`config.mk`:
```
export PLATFORM = sky130hd
export DESIGN_NAME = slm_merge_flat
export DESIGN_NICKNAME = d
export VERILOG_FILES = /design/src/hdl/slm_pkg.sv /design/src/hdl/slm_out_if.sv /design/src/hdl/slm_merge.sv /design/src/flat_wrapper.sv
export SDC_FILE = /design/constraint.sdc
export NUM_CORES = 1
export LEC_CHECK = 0
export BUFFER_PORTS_ARGS = -buffer_cell sky130_fd_sc_hd__clkbuf_2
export CORE_UTILIZATION = 39
export DETAILED_ROUTE_END_ITERATION = 10
export PLACE_DENSITY = 0.77
export SLEW_MARGIN = 30
export SYNTH_ARGS = -nofsm -noshare
export SYNTH_HDL_FRONTEND = slang
export SYNTH_SLANG_ARGS = --single-unit
```
`constraint.sdc`:
```
create_clock -name i_clk -period 1.46 [get_ports i_clk]
set_input_delay 0.292 -clock i_clk [delete_from_list [all_inputs] [get_ports i_clk]]
set_output_delay 0.292 -clock i_clk [all_outputs]
set_load 0.02 [all_outputs]
```
`src/hdl/slm_pkg.sv`:
```
// Package for the stereo RMS level meter.
// Widths, reset values, register indexes and the lane status/command types.
// No dependencies.
package slm_pkg;

    localparam int SUM_W         = 44;
    localparam int LEVEL_W       = 16;
    localparam int COEF_W        = 16;
    localparam int FLOOR_W       = 7;
    localparam int CFG_IDX_W     = 2;
    localparam int CFG_DATA_W    = 16;
    localparam int EXP_W         = 6;
    localparam int FRAC_W        = 16;
    localparam int LG_W          = EXP_W + FRAC_W;
    localparam int MANT_W        = 31;
    localparam int DB_W          = 18;
    localparam int ATT_W         = 24;
    localparam int FL_W          = FLOOR_W + FRAC_W;

    localparam int DEF_MAX_BLOCK_FRAMES = 4096;
    localparam int DEF_SAMPLE_BITS      = 16;

    localparam logic [DB_W-1:0]    DB_PER_LOG2_Q16 = 18'd197283;
    localparam logic [COEF_W-1:0]  COEF_RESET      = 16'd39322;
    localparam logic [FLOOR_W-1:0] FLOOR_RESET     = 7'd60;
    localparam logic [LEVEL_W-1:0] LEVEL_MAX       = 16'hFFFF;

    localparam logic [CFG_IDX_W-1:0] CFG_SMOOTHING_COEF = 2'd0;
    localparam logic [CFG_IDX_W-1:0] CFG_FLOOR_DB       = 2'd1;

    typedef struct packed {
        logic accept;
        logic last;
        logic take;
    } t_lane_cmd;

    typedef struct packed {
        logic               idle;
        logic               done;
        logic [LEVEL_W-1:0] level;
    } t_lane_stat;

endpackage

```
`src/hdl/slm_out_if.sv`:
```
// Output channel of the level meter: both smoothed levels per request.
// Depends on nothing.
interface slm_out_if;
    logic        valid;
    logic        ready;
    logic [15:0] level_left;
    logic [15:0] level_right;

    modport source (output valid, level_left, level_right, input ready);
    modport sink   (input valid, level_left, level_right, output ready);
endinterface

```
`src/hdl/slm_merge.sv`:
```
// Merge stage: joins both lane results into the output register.
// Depends on slm_pkg and slm_out_if.
module slm_merge import slm_pkg::*; (
    input  logic       i_clk,
    input  logic       i_rst_n,
    input  t_lane_stat i_left,
    input  t_lane_stat i_right,
    output logic       o_take,
    slm_out_if.source  o_out
);
    logic               r_valid;
    logic [LEVEL_W-1:0] r_left;
    logic [LEVEL_W-1:0] r_right;
    logic               take;

    assign take = i_left.done && i_right.done && (!r_valid || o_out.ready);

    always_ff @(posedge i_clk) begin
        if (!i_rst_n) begin
            r_valid <= 1'b0;
        end else if (take) begin
            r_valid <= 1'b1;
        end else if (o_out.ready) begin
            r_valid <= 1'b0;
        end
    end

    always_ff @(posedge i_clk) begin
        if (take) begin
            r_left  <= i_left.level;
            r_right <= i_right.level;
        end
    end

    assign o_take            = take;
    assign o_out.valid       = r_valid;
    assign o_out.level_left  = r_left;
    assign o_out.level_right = r_right;
endmodule

```
`src/flat_wrapper.sv`:
```
// flat-port wrapper written by rule: the top's interface ports become plain ports
module slm_merge_flat import slm_pkg::*;
  (i_clk, i_rst_n, i_left, i_right, o_take, o_out_valid, o_out_level_left, o_out_level_right, o_out_ready);
  slm_out_if o_out_i ();
  input  logic i_clk;
  input  logic i_rst_n;
  input  t_lane_stat i_left;
  input  t_lane_stat i_right;
  output logic o_take;
  output wire logic [$bits(o_out_i.valid)-1:0] o_out_valid;
  output wire logic [$bits(o_out_i.level_left)-1:0] o_out_level_left;
  output wire logic [$bits(o_out_i.level_right)-1:0] o_out_level_right;
  input wire logic [$bits(o_out_i.ready)-1:0] o_out_ready;
  assign o_out_valid = o_out_i.valid;
  assign o_out_level_left = o_out_i.level_left;
  assign o_out_level_right = o_out_i.level_right;
  assign o_out_i.ready = o_out_ready;
  slm_merge u_core (.i_clk(i_clk), .i_rst_n(i_rst_n), .i_left(i_left), .i_right(i_right), .o_take(o_take), .o_out(o_out_i));
endmodule
```
Word level (Yosys, flattened, before mapping)

Index checks and enable logic that the tools add are counted.

Register bits after elaboration: 33
Bits in read-only memories: 0
Input bits: 39
Memories: 0
Bits in latches: 0
RAM bits: 0
Output and inout bits: 34
Word-level logic and storage cells: 10

Add/subtract/negate cells: 0
Eq/ne operators: 0
Magnitude comparators: 0
Bitwise operators: 0
Mux-type cells: 2
Shift operators: 0
Div/mod/pow operators: 0
Multipliers: 0
Reduce and logical (&&, ||, !) cells: 5

Operator list:

| operator            | number |
|---|---|
| $logic_and A1 B1 Y1 | 2 |
| $mux W1             | 2 |
| $reduce_bool A2 Y1  | 1 |
| $logic_not A1 Y1    | 1 |
| $logic_or A1 B1 Y1  | 1 |

Longest topological paths before layout

Word-level depth: 4
Mapped depth: 2
Gate-level depth less buffers: 2

Least setup slack after synthesis

No wires, ideal clock.

Path kind: register to register
Start point: reg u_core.r_valid (netlist: u_core.o_out.valid)
End point: reg u_core.r_left[0] (netlist: u_core.o_out.level_left[0]) (enable)
Path buffers: 0
Library setup time: 0.382 ns
Cell stages (with the launch flop): 3
Setup slack: -0.057 ns
Arrival: 1.135 ns
Data required time: 1.078 ns
Period minus slack after synthesis: 1.517 ns
Path through: dfxtp_1 -> nand2b_1 -> nor2b_4

Cells in the longest elaborated chain, start to end: 3

RTL lines:

| element                  | line              | RTL |
|---|---|---|
| start: declaration       | slm_merge.sv:11   | `logic r_valid;` |
| start signal: assignment | slm_merge.sv:20   | `r_valid <= 1'b0;` |
| start signal: assignment | slm_merge.sv:22   | `r_valid <= 1'b1;` |
| start signal: assignment | slm_merge.sv:24   | `r_valid <= 1'b0;` |
| $logic_not A1 Y1         | slm_merge.sv:16   | `assign take = i_left.done && i_right.done && (!r_valid \|\| o_out.ready);` |
| $logic_or A1 B1 Y1       | slm_merge.sv:16   |  |
| $logic_and A1 B1 Y1      | slm_merge.sv:16   |  |
| named net o_take         | flat_wrapper.sv:9 | `output logic o_take;` |
| end signal: assignment   | slm_merge.sv:30   | `r_left <= i_left.level;` |
| end: declaration         | slm_merge.sv:12   | `logic [LEVEL_W-1:0] r_left;` |

The timed path passes the listed nets, and every way through them passes these cells.
A chain may end at the register's enable or synchronous reset.

Worst setup path after layout

Start point: reg u_core.r_valid (netlist: u_core.o_out.valid)
End point: out o_take

Cells in the longest elaborated chain, start to end: 3

RTL lines:

| element             | line |
|---|---|
| $logic_not A1 Y1    | slm_merge.sv:16 |
| $logic_or A1 B1 Y1  | slm_merge.sv:16 |
| $logic_and A1 B1 Y1 | slm_merge.sv:16 |
| end: declaration    | flat_wrapper.sv:9 |

Every way passes these cells.

==> flow_summary.rst <==
.. list-table::
   :header-rows: 1

   * - Metric
     - Value
   * - Net count after synthesis
     - 76
   * - Clock insertion delay at the later pin of the skew report
     - roughly 0.33 ns
   * - RSZ-0062 raised after global routing
     - false
   * - Count of buffers from port buffering
     - 70
   * - PwrDens
     - 1260 nW/µm²
   * - Buffer type at the clock tree root
     - sky130_fd_sc_hd__clkbuf_4
   * - Clock slew at reported path FFs
     - roughly 0.1 ns
   * - Fmax achieved
     - 721 MHz
   * - Peak supply drop
     - between 900 and 1000 µV
   * - GRT Residual Overflow
     - 0
   * - Share of cells above drive strength 1
     - roughly 72%
   * - Endpoint required time on the critical path
     - between 1 and 1.5 ns
   * - Startpoint types
     - flop
   * - Final cell area excluding filler cells
     - around 1500 µm²
   * - Max transition margin
     - ~90%
   * - Antenna Cells
     - 0
   * - Fin. max-slew vios
     - 0
   * - Filler cell count in the final layout
     - 210
   * - Top library cells by usage in the layout, fill and taps aside
     - sky130_fd_sc_hd__clkbuf_2, sky130_fd_sc_hd__edfxtp_1, sky130_fd_sc_hd__clkbuf_4, sky130_fd_sc_hd__buf_4
   * - Row Count
     - 18
   * - Data arrival time at the worst-slack endpoint
     - about 1.1 ns
   * - Endpoint class of the critical path
     - output port
   * - Wire length of the first global-routing pass
     - 2490 µm
   * - DRC violation total after the first TritonRoute iteration
     - 8
   * - Total number of H-tree levels
     - 2
   * - TritonCTS Sinks
     - 33
   * - Most common cell after layout, fill and taps aside
     - sky130_fd_sc_hd__clkbuf_2
   * - Number of nets in the layout
     - 156
   * - Final cycle utilization of the critical path
     - between 90% and 100%
   * - Placement Cell Area
     - 1440 µm²
   * - Post-route minimum period
     - 1.39 ns
   * - Vias
     - 639
   * - Antenna Nets Post-Route
     - 0
   * - Area occupied by multi-input gates
     - around 43 µm²
   * - Horizontal die dimension
     - ~53 µm
   * - Antenna violations before repair
     - 0
   * - Synth Cell Area
     - approximately 1000 µm²
   * - Die outline height
     - about 53 µm
   * - Final core utilization
     - slightly above 60%
   * - Class of the most critical hold timing path
     - in -> reg
   * - Largest driver fanout on the critical path
     - 2
   * - First-pass DRT Iterations
     - 7
   * - Maximum root-to-sink buffer count
     - 2
   * - Final setup violation count
     - 0
   * - Count of hold buffers inserted by post-cts repair
     - 0
   * - Starting utilization of the core area
     - 41.0%
   * - Post-synthesis average cell area
     - about 27 µm²
   * - Cts bufs inserted
     - 5
   * - Final cell count without fillers
     - approximately 150
   * - Average wire per standard cell
     - 11.7 µm
   * - Stage delay of the slowest cell on the critical path
     - between 0.3 and 0.4 ns
   * - Maximum Capacitance Violations
     - 0
   * - Layout area overhead
     - 51.0%
   * - Final-report hold violation count
     - 0
   * - Vias in the first global route
     - 577
   * - Setup total negative slack
     - 0 ns
   * - Result of the run
     - finished with violations
   * - Post-DR vias/cell
     - 4.32
   * - Sequential cell area fraction in the yosys report
     - 96.6%
   * - Post-place setup slack
     - 0.145 ns
   * - TritonCTS clock tree
     - done
   * - Sequence of cells on the critical path
     - nand2b_4, nor2b_4, clkbuf_2
   * - Warning count from the yosys run
     - 0
   * - Core outline area
     - about 2500 µm²
   * - Post-detailed-routing wire length
     - 1730 µm
   * - Setup clock skew after layout
     - between 0.009 and 0.01 ns
   * - Cell with the biggest individual delay on the critical path
     - sky130_fd_sc_hd__dfxtp_4
   * - Violated checks
     - DRC
   * - # DRC
     - 1
   * - Pin count of the biggest net entering global routing
     - 18
   * - Die ar.
     - between 2000 and 3000 µm²
   * - Routability-driven placement congestion ratio
     - approximately 0.7
   * - Crit Path Class
     - reg -> out
   * - Leak Pwr
     - 0.683 nW
   * - Cell Count Post-Placement
     - about 140
   * - IO Pins
     - between 70 and 80
   * - Aggregate global-route resource usage
     - 14.5%
   * - #FFs+latches synth
     - 33
   * - Cell variety after synth
     - 6
   * - Post-route worst setup slack
     - between 0.07 and 0.08 ns
   * - Slew at the pin closest to its max-slew limit
     - between 0.15 and 0.2 ns
   * - Seq. cell area
     - about 980 µm²
   * - Syn Inst Count
     - 37
==> cell usage after synthesis (all sizes together) <==
master | number | area [µm²]
a21boi | 1 | 11.3
dfxtp | 1 | 20.0
edfxtp | 32 | 961
nand2 | 1 | 3.75
nand2b | 1 | 6.26
nor2b | 1 | 13.8
==> repair_timing <==
action | CTS | global route
gates resized for setup | 0 | 0
endpoints found under the setup margin | 1 | 0
setup buffers | 1 | 0
==> cell families after synthesis <==
family	after synthesis	share of synthesized area [%]
AO/OA/AOI/OAI	1	1.11
flip-flops	33	96.6
AND/OR/NAND/NOR	3	2.34
==> report_power, final <==
part,switching (mW),internal (mW),leakage (nW)
clock network,0.302,0.362,0.0414
registers,0.0105,1.09,0.308
logic,0.0979,0.0731,0.333
total,0.410,1.52,0.683
==> per-layer routing <==
metal  vias up  global-route usage, %  wire length (µm)
met1       271                   13.5               564
met4         0                   14.5                66
li1        308                      -                 -
met3         8                   7.47               241
met5         -                      0                 0
met2        52                   22.2               860
==> area by class of cell <==
type | instances | share of cell area [%]
clock inverters | 3 | 3.02
repair buffers | 73 | 25.1
clock buffers | 5 | 2.45
well taps | 30 | 2.45
multi-input cells | 4 | 2.77
flip-flops and latches | 33 | 64.2
==> worst paths after layout <==
path	start	end	slack, ns	cells past startpoint
max reg2reg	u_core.o_out.valid	u_core.o_out.level_right[2]	0.20	4
min	i_right[4]	u_core.o_out.level_right[4]	0.12	1
max	u_core.o_out.valid	o_take	0.07	3
min reg2reg	u_core.o_out.valid	u_core.o_out.valid	0.49	2
==> flip-flops by register name, summed over array words and instances (netlist names) <==
name                      count
u_core.o_out.valid            1
u_core.o_out.level_left      16
u_core.o_out.level_right     16
==> per-stage QoR <==
step | total power [mW] | hold WS, ns
2_1_floorplan | 1.19 | 0.391
4_1_cts | 1.96 | 0.102
3_5_place_dp | 1.29 | 0.471
3_3_place_gp | 1.28 | 0.469
6_report | 1.93 | 0.122
5_1_grt | 2.02 | 0.0908
==> critical path, delay by kind of cell, from the launching register on <==
family | cells | cell delay [ns]
buffers and inverters | 1 | 0.18
DFF | 1 | 0.36
and+or+nand+nor | 2 | 0.23
Power figures use the tool's default switching activity.
