<file path="src/hdl/slm_pkg.sv">
// Package for the stereo RMS level meter.
// Widths, reset values, register indexes and the lane status/command types.
// No dependencies.
package slm_pkg;

    localparam int SUM_W         = 44;
    localparam int LEVEL_W       = 16;
    localparam int COEF_W        = 16;
    localparam int FLOOR_W       = 7;
    localparam int CFG_IDX_W     = 2;
    localparam int CFG_DATA_W    = 16;
    localparam int EXP_W         = 6;
    localparam int FRAC_W        = 16;
    localparam int LG_W          = EXP_W + FRAC_W;
    localparam int MANT_W        = 31;
    localparam int DB_W          = 18;
    localparam int ATT_W         = 24;
    localparam int FL_W          = FLOOR_W + FRAC_W;

    localparam int DEF_MAX_BLOCK_FRAMES = 4096;
    localparam int DEF_SAMPLE_BITS      = 16;

    localparam logic [DB_W-1:0]    DB_PER_LOG2_Q16 = 18'd197283;
    localparam logic [COEF_W-1:0]  COEF_RESET      = 16'd39322;
    localparam logic [FLOOR_W-1:0] FLOOR_RESET     = 7'd60;
    localparam logic [LEVEL_W-1:0] LEVEL_MAX       = 16'hFFFF;

    localparam logic [CFG_IDX_W-1:0] CFG_SMOOTHING_COEF = 2'd0;
    localparam logic [CFG_IDX_W-1:0] CFG_FLOOR_DB       = 2'd1;

    typedef struct packed {
        logic accept;
        logic last;
        logic take;
    } t_lane_cmd;

    typedef struct packed {
        logic               idle;
        logic               done;
        logic [LEVEL_W-1:0] level;
    } t_lane_stat;

endpackage

</file>
<file path="src/hdl/slm_div.sv">
// Shift-subtract unsigned divider, one quotient bit per cycle.
// Standalone; used by each lane for the mean and the level.
module slm_div #(
    parameter int NW = 44,
    parameter int DW = 17
) (
    input  logic          i_clk,
    input  logic          i_rst_n,
    input  logic          i_start,
    input  logic [NW-1:0] i_dividend,
    input  logic [DW-1:0] i_divisor,
    output logic          o_done,
    output logic [NW-1:0] o_quotient
);
    localparam int CW = $clog2(NW + 1);

    logic          r_busy;
    logic          r_done;
    logic [CW-1:0] r_cnt;
    logic [DW-1:0] r_rem;
    logic [DW-1:0] r_div;
    logic [NW-1:0] r_quo;
    logic [DW:0]   trial;
    logic [DW:0]   diff;
    logic          ge;

    always_comb begin
        trial = {r_rem, r_quo[NW-1]};
        diff  = trial - {1'b0, r_div};
        ge    = trial >= {1'b0, r_div};
    end

    always_ff @(posedge i_clk) begin
        if (!i_rst_n) begin
            r_busy <= 1'b0;
            r_done <= 1'b0;
            r_cnt  <= '0;
        end else begin
            r_done <= 1'b0;
            if (i_start) begin
                r_busy <= 1'b1;
                r_cnt  <= '0;
            end else if (r_busy) begin
                r_cnt <= r_cnt + CW'(1);
                if (r_cnt == CW'(NW - 1)) begin
                    r_busy <= 1'b0;
                    r_done <= 1'b1;
                end
            end
        end
    end

    always_ff @(posedge i_clk) begin
        if (i_start) begin
            r_rem <= '0;
            r_div <= i_divisor;
            r_quo <= i_dividend;
        end else if (r_busy) begin
            r_rem <= ge ? diff[DW-1:0] : trial[DW-1:0];
            r_quo <= {r_quo[NW-2:0], ge};
        end
    end

    assign o_done     = r_done;
    assign o_quotient = r_quo;
endmodule

</file>
<file path="src/hdl/slm_lane.sv">
// One channel lane: square and accumulate, then mean, log2, dB map and smoothing.
// Depends on slm_pkg and slm_div.
module slm_lane import slm_pkg::*; #(
    parameter int MAX_BLOCK_FRAMES = DEF_MAX_BLOCK_FRAMES,
    parameter int SAMPLE_BITS      = DEF_SAMPLE_BITS
) (
    input  logic                          i_clk,
    input  logic                          i_rst_n,
    input  t_lane_cmd                     i_cmd,
    input  logic signed [SAMPLE_BITS-1:0] i_sample,
    input  logic [COEF_W-1:0]             i_coef,
    input  logic [FLOOR_W-1:0]            i_floor,
    output t_lane_stat                    o_stat
);
    localparam int FW  = $clog2(MAX_BLOCK_FRAMES + 1);
    localparam int DVW = (FW > FLOOR_W) ? FW : FLOOR_W;
    localparam int SQW = 2 * SAMPLE_BITS;
    localparam int AW  = ((SQW > SUM_W) ? SQW : SUM_W) + 1;
    localparam logic [LG_W-1:0] FULL = LG_W'((2 * (SAMPLE_BITS - 1)) * 65536);
    localparam logic [AW-1:0]   SUM_MAX = AW'({SUM_W{1'b1}});

    typedef enum logic [3:0] {
        S_IDLE, S_ACC, S_DSTART, S_DIV, S_NORM, S_SQM, S_SQN,
        S_ATTM, S_ATTC, S_LDIV, S_SMM, S_SMA, S_DONE
    } t_state;

    t_state                r_state;
    logic [SQW-1:0]        r_sq;
    logic                  r_last;
    logic [SUM_W-1:0]      r_sum;
    logic [FW-1:0]         r_frames;
    logic [SUM_W-1:0]      r_norm;
    logic [EXP_W-1:0]      r_exp;
    logic [MANT_W-1:0]     r_m;
    logic [2*MANT_W-1:0]   r_prod;
    logic [FRAC_W-1:0]     r_frac;
    logic [3:0]            r_it;
    logic [ATT_W-1:0]      r_att;
    logic [LEVEL_W-1:0]    r_level;
    logic [2*LEVEL_W-1:0]  r_p0;
    logic [2*LEVEL_W:0]    r_p1;
    logic [LEVEL_W-1:0]    r_smooth;

    logic [SAMPLE_BITS-1:0] mag;
    logic [AW-1:0]          acc;
    logic [SUM_W-1:0]       sum_sat;
    logic [FW-1:0]          frames_nx;
    logic [FLOOR_W-1:0]     fd;
    logic [FL_W-1:0]        fl;
    logic [LG_W-1:0]        lg;
    logic [LG_W+DB_W:0]     att_sum;
    logic [MANT_W:0]        sq_top;
    logic [2*LEVEL_W+1:0]   sm_sum;
    logic                   div_start;
    logic [SUM_W-1:0]       div_dividend;
    logic [DVW-1:0]         div_divisor;
    logic                   div_done;
    logic [SUM_W-1:0]       div_quo;

    always_comb begin
        mag       = i_sample[SAMPLE_BITS-1] ? (~i_sample + SAMPLE_BITS'(1)) : i_sample;
        acc       = AW'(r_sum) + AW'(r_sq);
        sum_sat   = (acc > SUM_MAX) ? SUM_MAX[SUM_W-1:0] : acc[SUM_W-1:0];
        frames_nx = (r_frames < FW'(MAX_BLOCK_FRAMES)) ? r_frames + FW'(1) : r_frames;
        fd        = (i_floor == '0) ? FLOOR_W'(1) : i_floor;
        fl        = {fd, {FRAC_W{1'b0}}};
        lg        = {r_exp, r_frac};
        att_sum   = (LG_W+DB_W+1)'((FULL - lg) * DB_PER_LOG2_Q16) + (LG_W+DB_W+1)'(32768);
        sq_top    = r_prod[2*MANT_W-1:MANT_W-1];
        sm_sum    = (2*LEVEL_W+2)'(r_p0) + (2*LEVEL_W+2)'(r_p1) + (2*LEVEL_W+2)'(32768);
        div_start = (r_state == S_DSTART) ||
                    ((r_state == S_ATTC) && (r_att < ATT_W'(fl)));
        if (r_state == S_DSTART) begin
            div_dividend = r_sum;
            div_divisor  = DVW'(r_frames);
        end else begin
            div_dividend = SUM_W'(fl - r_att[FL_W-1:0]);
            div_divisor  = DVW'(fd);
        end
    end

    slm_div #(.NW(SUM_W), .DW(DVW)) u_div (
        .i_clk      (i_clk),
        .i_rst_n    (i_rst_n),
        .i_start    (div_start),
        .i_dividend (div_dividend),
        .i_divisor  (div_divisor),
        .o_done     (div_done),
        .o_quotient (div_quo)
    );

    always_ff @(posedge i_clk) begin
        if (!i_rst_n) begin
            r_state  <= S_IDLE;
            r_sum    <= '0;
            r_frames <= '0;
            r_smooth <= '0;
        end else begin
            unique case (r_state)
                S_IDLE: begin
                    if (i_cmd.accept) begin
                        r_sq    <= mag * mag;
                        r_last  <= i_cmd.last;
                        r_state <= S_ACC;
                    end
                end
                S_ACC: begin
                    r_sum    <= sum_sat;
                    r_frames <= frames_nx;
                    r_state  <= r_last ? S_DSTART : S_IDLE;
                end
                S_DSTART: begin
                    r_sum    <= '0;
                    r_frames <= '0;
                    r_state  <= S_DIV;
                end
                S_DIV: begin
                    if (div_done) begin
                        if (div_quo == '0) begin
                            r_level <= '0;
                            r_state <= S_SMM;
                        end else begin
                            r_norm  <= div_quo;
                            r_exp   <= EXP_W'(SUM_W - 1);
                            r_state <= S_NORM;
                        end
                    end
                end
                S_NORM: begin
                    if (r_norm[SUM_W-1]) begin
                        r_m     <= r_norm[SUM_W-1 -: MANT_W];
                        r_it    <= '0;
                        r_state <= S_SQM;
                    end else begin
                        r_norm <= {r_norm[SUM_W-2:0], 1'b0};
                        r_exp  <= r_exp - EXP_W'(1);
                    end
                end
                S_SQM: begin
                    r_prod  <= r_m * r_m;
                    r_state <= S_SQN;
                end
                S_SQN: begin
                    r_m     <= sq_top[MANT_W] ? sq_top[MANT_W:1] : sq_top[MANT_W-1:0];
                    r_frac  <= {r_frac[FRAC_W-2:0], sq_top[MANT_W]};
                    r_it    <= r_it + 4'd1;
                    r_state <= (r_it == 4'd15) ? S_ATTM : S_SQM;
                end
                S_ATTM: begin
                    if (lg >= FULL) begin
                        r_level <= LEVEL_MAX;
                        r_state <= S_SMM;
                    end else begin
                        r_att   <= att_sum[LG_W+DB_W-1:FRAC_W];
                        r_state <= S_ATTC;
                    end
                end
                S_ATTC: begin
                    if (r_att >= ATT_W'(fl)) begin
                        r_level <= '0;
                        r_state <= S_SMM;
                    end else begin
                        r_state <= S_LDIV;
                    end
                end
                S_LDIV: begin
                    if (div_done) begin
                        r_level <= (|div_quo[SUM_W-1:LEVEL_W]) ? LEVEL_MAX
                                                               : div_quo[LEVEL_W-1:0];
                        r_state <= S_SMM;
                    end
                end
                S_SMM: begin
                    r_p0    <= i_coef * r_smooth;
                    r_p1    <= (((LEVEL_W+1)'(1) << LEVEL_W) - (LEVEL_W+1)'(i_coef))
                               * r_level;
                    r_state <= S_SMA;
                end
                S_SMA: begin
                    r_smooth <= sm_sum[2*LEVEL_W-1:LEVEL_W];
                    r_state  <= S_DONE;
                end
                S_DONE: begin
                    if (i_cmd.take) begin
                        r_state <= S_IDLE;
                    end
                end
                default: r_state <= S_IDLE;
            endcase
        end
    end

    assign o_stat.idle  = (r_state == S_IDLE);
    assign o_stat.done  = (r_state == S_DONE);
    assign o_stat.level = r_smooth;
endmodule

</file>
<file path="config.mk">
export PLATFORM = sky130hd
export DESIGN_NAME = slm_lane
export DESIGN_NICKNAME = d
export VERILOG_FILES = /design/src/hdl/slm_pkg.sv /design/src/hdl/slm_div.sv /design/src/hdl/slm_lane.sv
export SDC_FILE = /design/constraint.sdc
export NUM_CORES = 2
export LEC_CHECK = 0
export ABC_AREA = 1
export BUFFER_PORTS_ARGS = -buffer_cell sky130_fd_sc_hd__buf_4
export CAP_MARGIN = 40
export CORE_ASPECT_RATIO = 0.6
export CORE_MARGIN = 2
export CORE_UTILIZATION = 54
export DETAILED_ROUTE_END_ITERATION = 7
export GPL_TIMING_DRIVEN = 0
export HOLD_SLACK_MARGIN = 0.05
export PLACE_DENSITY = 0.8
export SYNTH_ARGS = -nofsm -noshare
export SYNTH_HDL_FRONTEND = slang
export SYNTH_HIERARCHICAL = 1
export SYNTH_SLANG_ARGS = --single-unit
</file>
<file path="constraint.sdc">
create_clock -name i_clk -period 10.7 [get_ports i_clk]
set_clock_uncertainty 0.2 [all_clocks]
set_input_delay 1.605 -clock i_clk [delete_from_list [all_inputs] [get_ports i_clk]]
set_output_delay 1.605 -clock i_clk [all_outputs]
set_load 0.01 [all_outputs]
</file>
-- Word level (Yosys, flattened, before mapping)
Index checks and enable logic that the tools add are counted.
- register bits: 455
- output and inout port bits: 18
- reductions and logical operators: 24
- multiply operators: 5
- add/sub/neg operators: 13
- order comparisons: 6
- multiplexer cells: 46
- bitwise logic cells: 4
- eq/ne operators: 25
- operators by type and width (cell ; number):
    2-to-1 mux 44 bit ; 7
    one-hot mux 44 bit (2 select lines) ; 2
    2-to-1 mux 16 bit ; 7
    multiplier 16 x 16 -> 32 bit ; 2
    one-hot mux 16 bit (4 select lines) ; 1
    multiplier 31 x 31 -> 62 bit ; 1
    2-to-1 mux 31 bit ; 2
    one-hot mux 31 bit (2 select lines) ; 1
    one-hot mux 4 bit (13 select lines) ; 1
    adder 44 x 32 -> 45 bit ; 1
    greater-than comparator 45 x 44 -> 1 bit (second input constant) ; 1
    zero test 44 bit ; 1
    adder 40 x 16 -> 40 bit (second input constant) ; 1
    multiplier 23 x 19 -> 40 bit (second input constant) ; 1
    adder 32 x 16 -> 32 bit (second input constant) ; 1
    adder 32 bit ; 1
    multiplier 18 x 17 -> 32 bit ; 1
    2-to-1 mux 4 bit ; 7
    OR reduction 28 bit ; 1
    2-to-1 mux 13 bit ; 2
    one-hot mux 13 bit (2 select lines) ; 1
    == test 4 bit (second input constant) ; 6
    greater-or-equal comparator 24 x 23 -> 1 bit ; 1
    less-than comparator 24 x 23 -> 1 bit ; 1
    other kinds (39) ; 72

-- Longest topological paths before layout
- depth after elaboration: 6
- depth in mapped cells: 38
- gate-level depth less buffers: 36

-- Modules after synthesis
Netlist, hierarchy kept.
- modules (own cells, without submodules) (module ; times used ; area an instance (um^2) ; cells an instance):
    slm_lane ; 1 ; 81416.8 ; 10244
    slm_div ; 1 ; 4171.5 ; 510

-- Worst setup path after synthesis
No wires, ideal clock.
- path type: input port to flip-flop
- start: in i_sample[0]
- end: reg r_sq[26], data pin
- setup time: 0.252 ns
- cell stages on the path: 33
- arrival time: 7.792 ns
- required time: 10.248 ns
- slack: 2.456 ns
- cell sequence: inv_2 > clkbuf_1 > ha_1 > nand2_1 > nor2_1 > nand4_1 > nand2_1 > nand2_1 > a21oi_1 > or2_2 > nand2_1 > buf_2 > nor2_1 > inv_1 > fa_1 > fa_1 > inv_1 > fa_1 > fa_1 > fa_1 > inv_1 > fa_1 > inv_1 > ha_1 > nand2_1 > nor2_1 > nor3b_1 > nand4_1 > nand3_1 > a21o_1 > nand2_1 > nand3_1 > nand2_1
- cells in the longest elaborated chain, start to end: 4
- ends and longest elaborated chain (item ; line ; RTL):
    start, declared ; slm_lane.sv:10 ; input logic signed [SAMPLE_BITS-1:0] i_sample,
    inverter 16 bit ; slm_lane.sv:61 ; mag = i_sample[SAMPLE_BITS-1] ? (~i_sample + SAMPLE_BITS'(1)) : i_sample;
    adder 16 x 2 -> 16 bit ; slm_lane.sv:61 ;
    2-to-1 mux 16 bit * ; slm_lane.sv:61 ;
    multiplier 16 x 16 -> 32 bit * ; slm_lane.sv:102 ; r_sq <= mag * mag;
    end signal, assigned ; slm_lane.sv:102 ;
    end, declared ; slm_lane.sv:28 ; logic [SQW-1:0] r_sq;
Every way passes the cells marked *; elsewhere a longest branch is shown, timed or not.
A chain may end at the register's enable or synchronous reset.

-- Worst setup path in the final report
Ends and elaborated chain as after synthesis.

==> metrics.txt <==
power density cells=140 mW/mm²; failing checks=DRC; drt drc=2; Die X=518 µm; Critical path destination=r_sq[26]; clock insertion delay at the later pin of the skew report=660 ps; initial antenna violation count=10; crit-path leading delay family=adder cells; number of enable flip-flop cells after synthesis=326; worst-margin pin slew=1000 ps; GR Util All Layers=33.8%; worst endpoint required time=10890 ps; post-synthesis cell type count=61; io pins=62; final worst setup slack=1010 ps; CP arrival=9880 ps; die height=312 µm; HP Class=register to register; top-area cell type share of the netlist area=33.1%; r2r startpoint=r_m[17]; Levels on crit path=32; Slew Limit Fails=0; flop and latch count out of synthesis=424; Finished Layout Cells=13100; Via Count=72600; worst reg2reg setup slack=1290 ps; Compound-Gate Fraction of Synth Area=5.80%; number of setup buffers added after CTS=0; post-detail-place hpwl=234 mm; DP Worst Slack=617 ps; placed cells=13000; Critical path origin=i_sample[0]; H-tree levels=2; status=finished, violations left; Clock Tree Buf Depth=3; Crit Path Category=input pin to register; area leader, netlist=fa_1; fraction of registers with async set/reset=0%; buffers and inverters on the worst path=9; Avg Cell Area, Syn=7.96 µm²; critical-path maximum fanout=10; drt first-iter violations=8952; startpoint types=input pin; count leader, synth=inv_1; Vias/cell=5.54; die area=0.162 mm²; Max VDD drop=0.464 mV; XOR/XNOR share of the synthesized area=2.51%; clk slew on worst S/H paths=60 ps; PortBufs=50; Worst R2R End=r_prod[54]; mux cell area share after synthesis=0.0117%; leak pwr=49.3 nW; clock sinks=424; grt ovf=0; final wirelength=271 mm; nets@finish=13300; CTS buffer count=47; main combinational cell family by area after synthesis=adder cells; Highest Clock Rate=0.103 GHz; RSZ-0062 raised after global routing=false; Adder-Cell Fraction of Synth Area=46.5%; Hold Buf Count CTS=0; post-route ant nets=0; Crit path largest cell delay=670 ps; GP Congestion=1.04; largest net degree at the start of global routing=45; top cells by count, synth=2862 x inv_1, 2403 x nand2_1, 1414 x fa_1; Synth area leaders=fa_1 33%, ha_1 13%, inv_1 13%; max-cap viol count=0; num rows=113; CORE AREA=0.158 mm²; Critical Path Sink Type=register; area grow syn2layout=6.59%; Synth Area in Simple Gates=17.5%; FF-to-FF path depth=24; period utilisation layout=90.6%; synthesized area=0.0856 mm²; WL/cell=20.7 µm; yosys warns=6; Synth Instances=10800; final setup fails=0; Starting Density=54.2%; share of cells above drive strength 1=2.90%; final setup TNS=0 ps; DRT Pass-1 Iters=8; Root Buffer Master=clkbuf_16; # resized after CTS=0; first-pass GRT wire length=421 mm; Slowest cell on crit path=clkbuf_1; register area share after synthesis=13.7%; Final Hold Viols=0; Post-synth top flop=edfxtp_1; Worst slew margin=33.0%; Final Critical Period=9690 ps; vias in the first global route=73500; TritonCTS clock tree=yes
state kept, by name (all words and copies together) (netlist names), 13 cells and up:
signal / count
r_p0: 32
r_sq: 31
r_frac: 16
u_div/o_quotient: 44
r_m: 31
r_frames: 13
r_prod: 32
r_level: 16
r_sum: 44
r_norm: 44
r_smooth: 16
u_div/r_div: 13
u_div/r_rem: 13
r_att: 24
r_p1: 32
worst register-to-register path: stages, from the launching register on:
cell and delay (ps):
edfxtp_1 820, clkbuf_1 500, buf_6 250, buf_1 340, buf_6 280, nand2_1 140
fa_1 540, fa_1 550, inv_1 60, fa_1 510, fa_1 640, fa_1 520
fa_1 560, fa_1 420, ha_1 400, ha_1 510, nand2_1 120, nor2_1 120
inv_1 100, nor2_1 130, inv_1 130, nor4_1 700, o211ai_1 380, nand3_1 160
nand2_1 90
how the worst min path moves through the flow:
stage	from	endpoint	slack, ps	cells past startpoint
6_report	u_div/r_rem[11]	u_div/r_rem[11]	270	2
5_1_grt	u_div/r_rem[12]	u_div/r_rem[12]	300	2
4_1_cts	u_div/r_rem[12]	u_div/r_rem[12]	270	2
3_5_place_dp	u_div/r_rem[12]	u_div/r_rem[12]	260	2
3_3_place_gp	u_div/r_rem[12]	u_div/r_rem[12]	260	2
2_1_floorplan	u_div/r_rem[12]	u_div/r_rem[12]	240	2
cell usage in the layout (no fill, tap or decap), types with 23 or more instances in the layout:
cell type and n:
buf_6 38, a21o_1 43, dfxtp_1 98, buf_8 23, o21ai_0 283, fa_1 1414, nand3_1 269, inv_1 2861
nand4_1 85, o21bai_1 45, buf_4 58, ha_1 920, a31oi_1 75, nand2_1 2403, xnor2_1 79, nor3_1 70
nor4_1 23, xor2_1 164, edfxtp_1 326, clkbuf_16 49, a21oi_1 356, nor2_1 761, clkbuf_1 241
area by class of cell:
class                   count  area [µm²]
multi-input cells        7178       62000
clock inverters            25         258
inverters                2887       10800
fillers                 14000       66600
flip-flops and latches    424       11800
diodes                      3        7.51
repair buffers            123        1320
well taps                2127        2660
plain buffers             275        1080
clock buffers              63        1310
power by group:
part | switching [mW] | leakage, nW | internal (mW)
logic | 5.71 | 44.8 | 2.95
clock network | 0.770 | 0.761 | 0.942
registers | 0.154 | 3.78 | 2.21
layer usage:
layer | wire length, µm | vias up | GRT usage (%)
met4 | 10400 | 10 | 10.6
met5 | 96 | - | 0.173
met2 | 105000 | 4508 | 45.8
li1 | - | 32500 | -
met1 | 113000 | 34900 | 50.1
met3 | 42200 | 611 | 11.9
through the flow:
step	area (µm²)	utilization, %	hold WS (ps)	power, mW
2_1_floorplan	85600	-	244	8.11
3_3_place_gp	88700	56.2	258	10.5
3_5_place_dp	89600	56.8	262	10.7
4_1_cts	91200	57.8	274	12.5
5_1_grt	91200	57.8	297	13.7
6_report	91200	57.8	275	12.7
logic make-up after synthesis:
| kind of cell | count (synthesis) |
|---|---|
| buffers and inverters | 3162 |
| other | 2 |
| muxes | 1 |
| xor gates and xnor gates | 244 |
| DFF | 424 |
| adders and majority gates | 2334 |
| and+or+nand+nor | 3705 |
| AOI/OAI and AO/OA | 882 |
(Power assumes the default switching activity.)
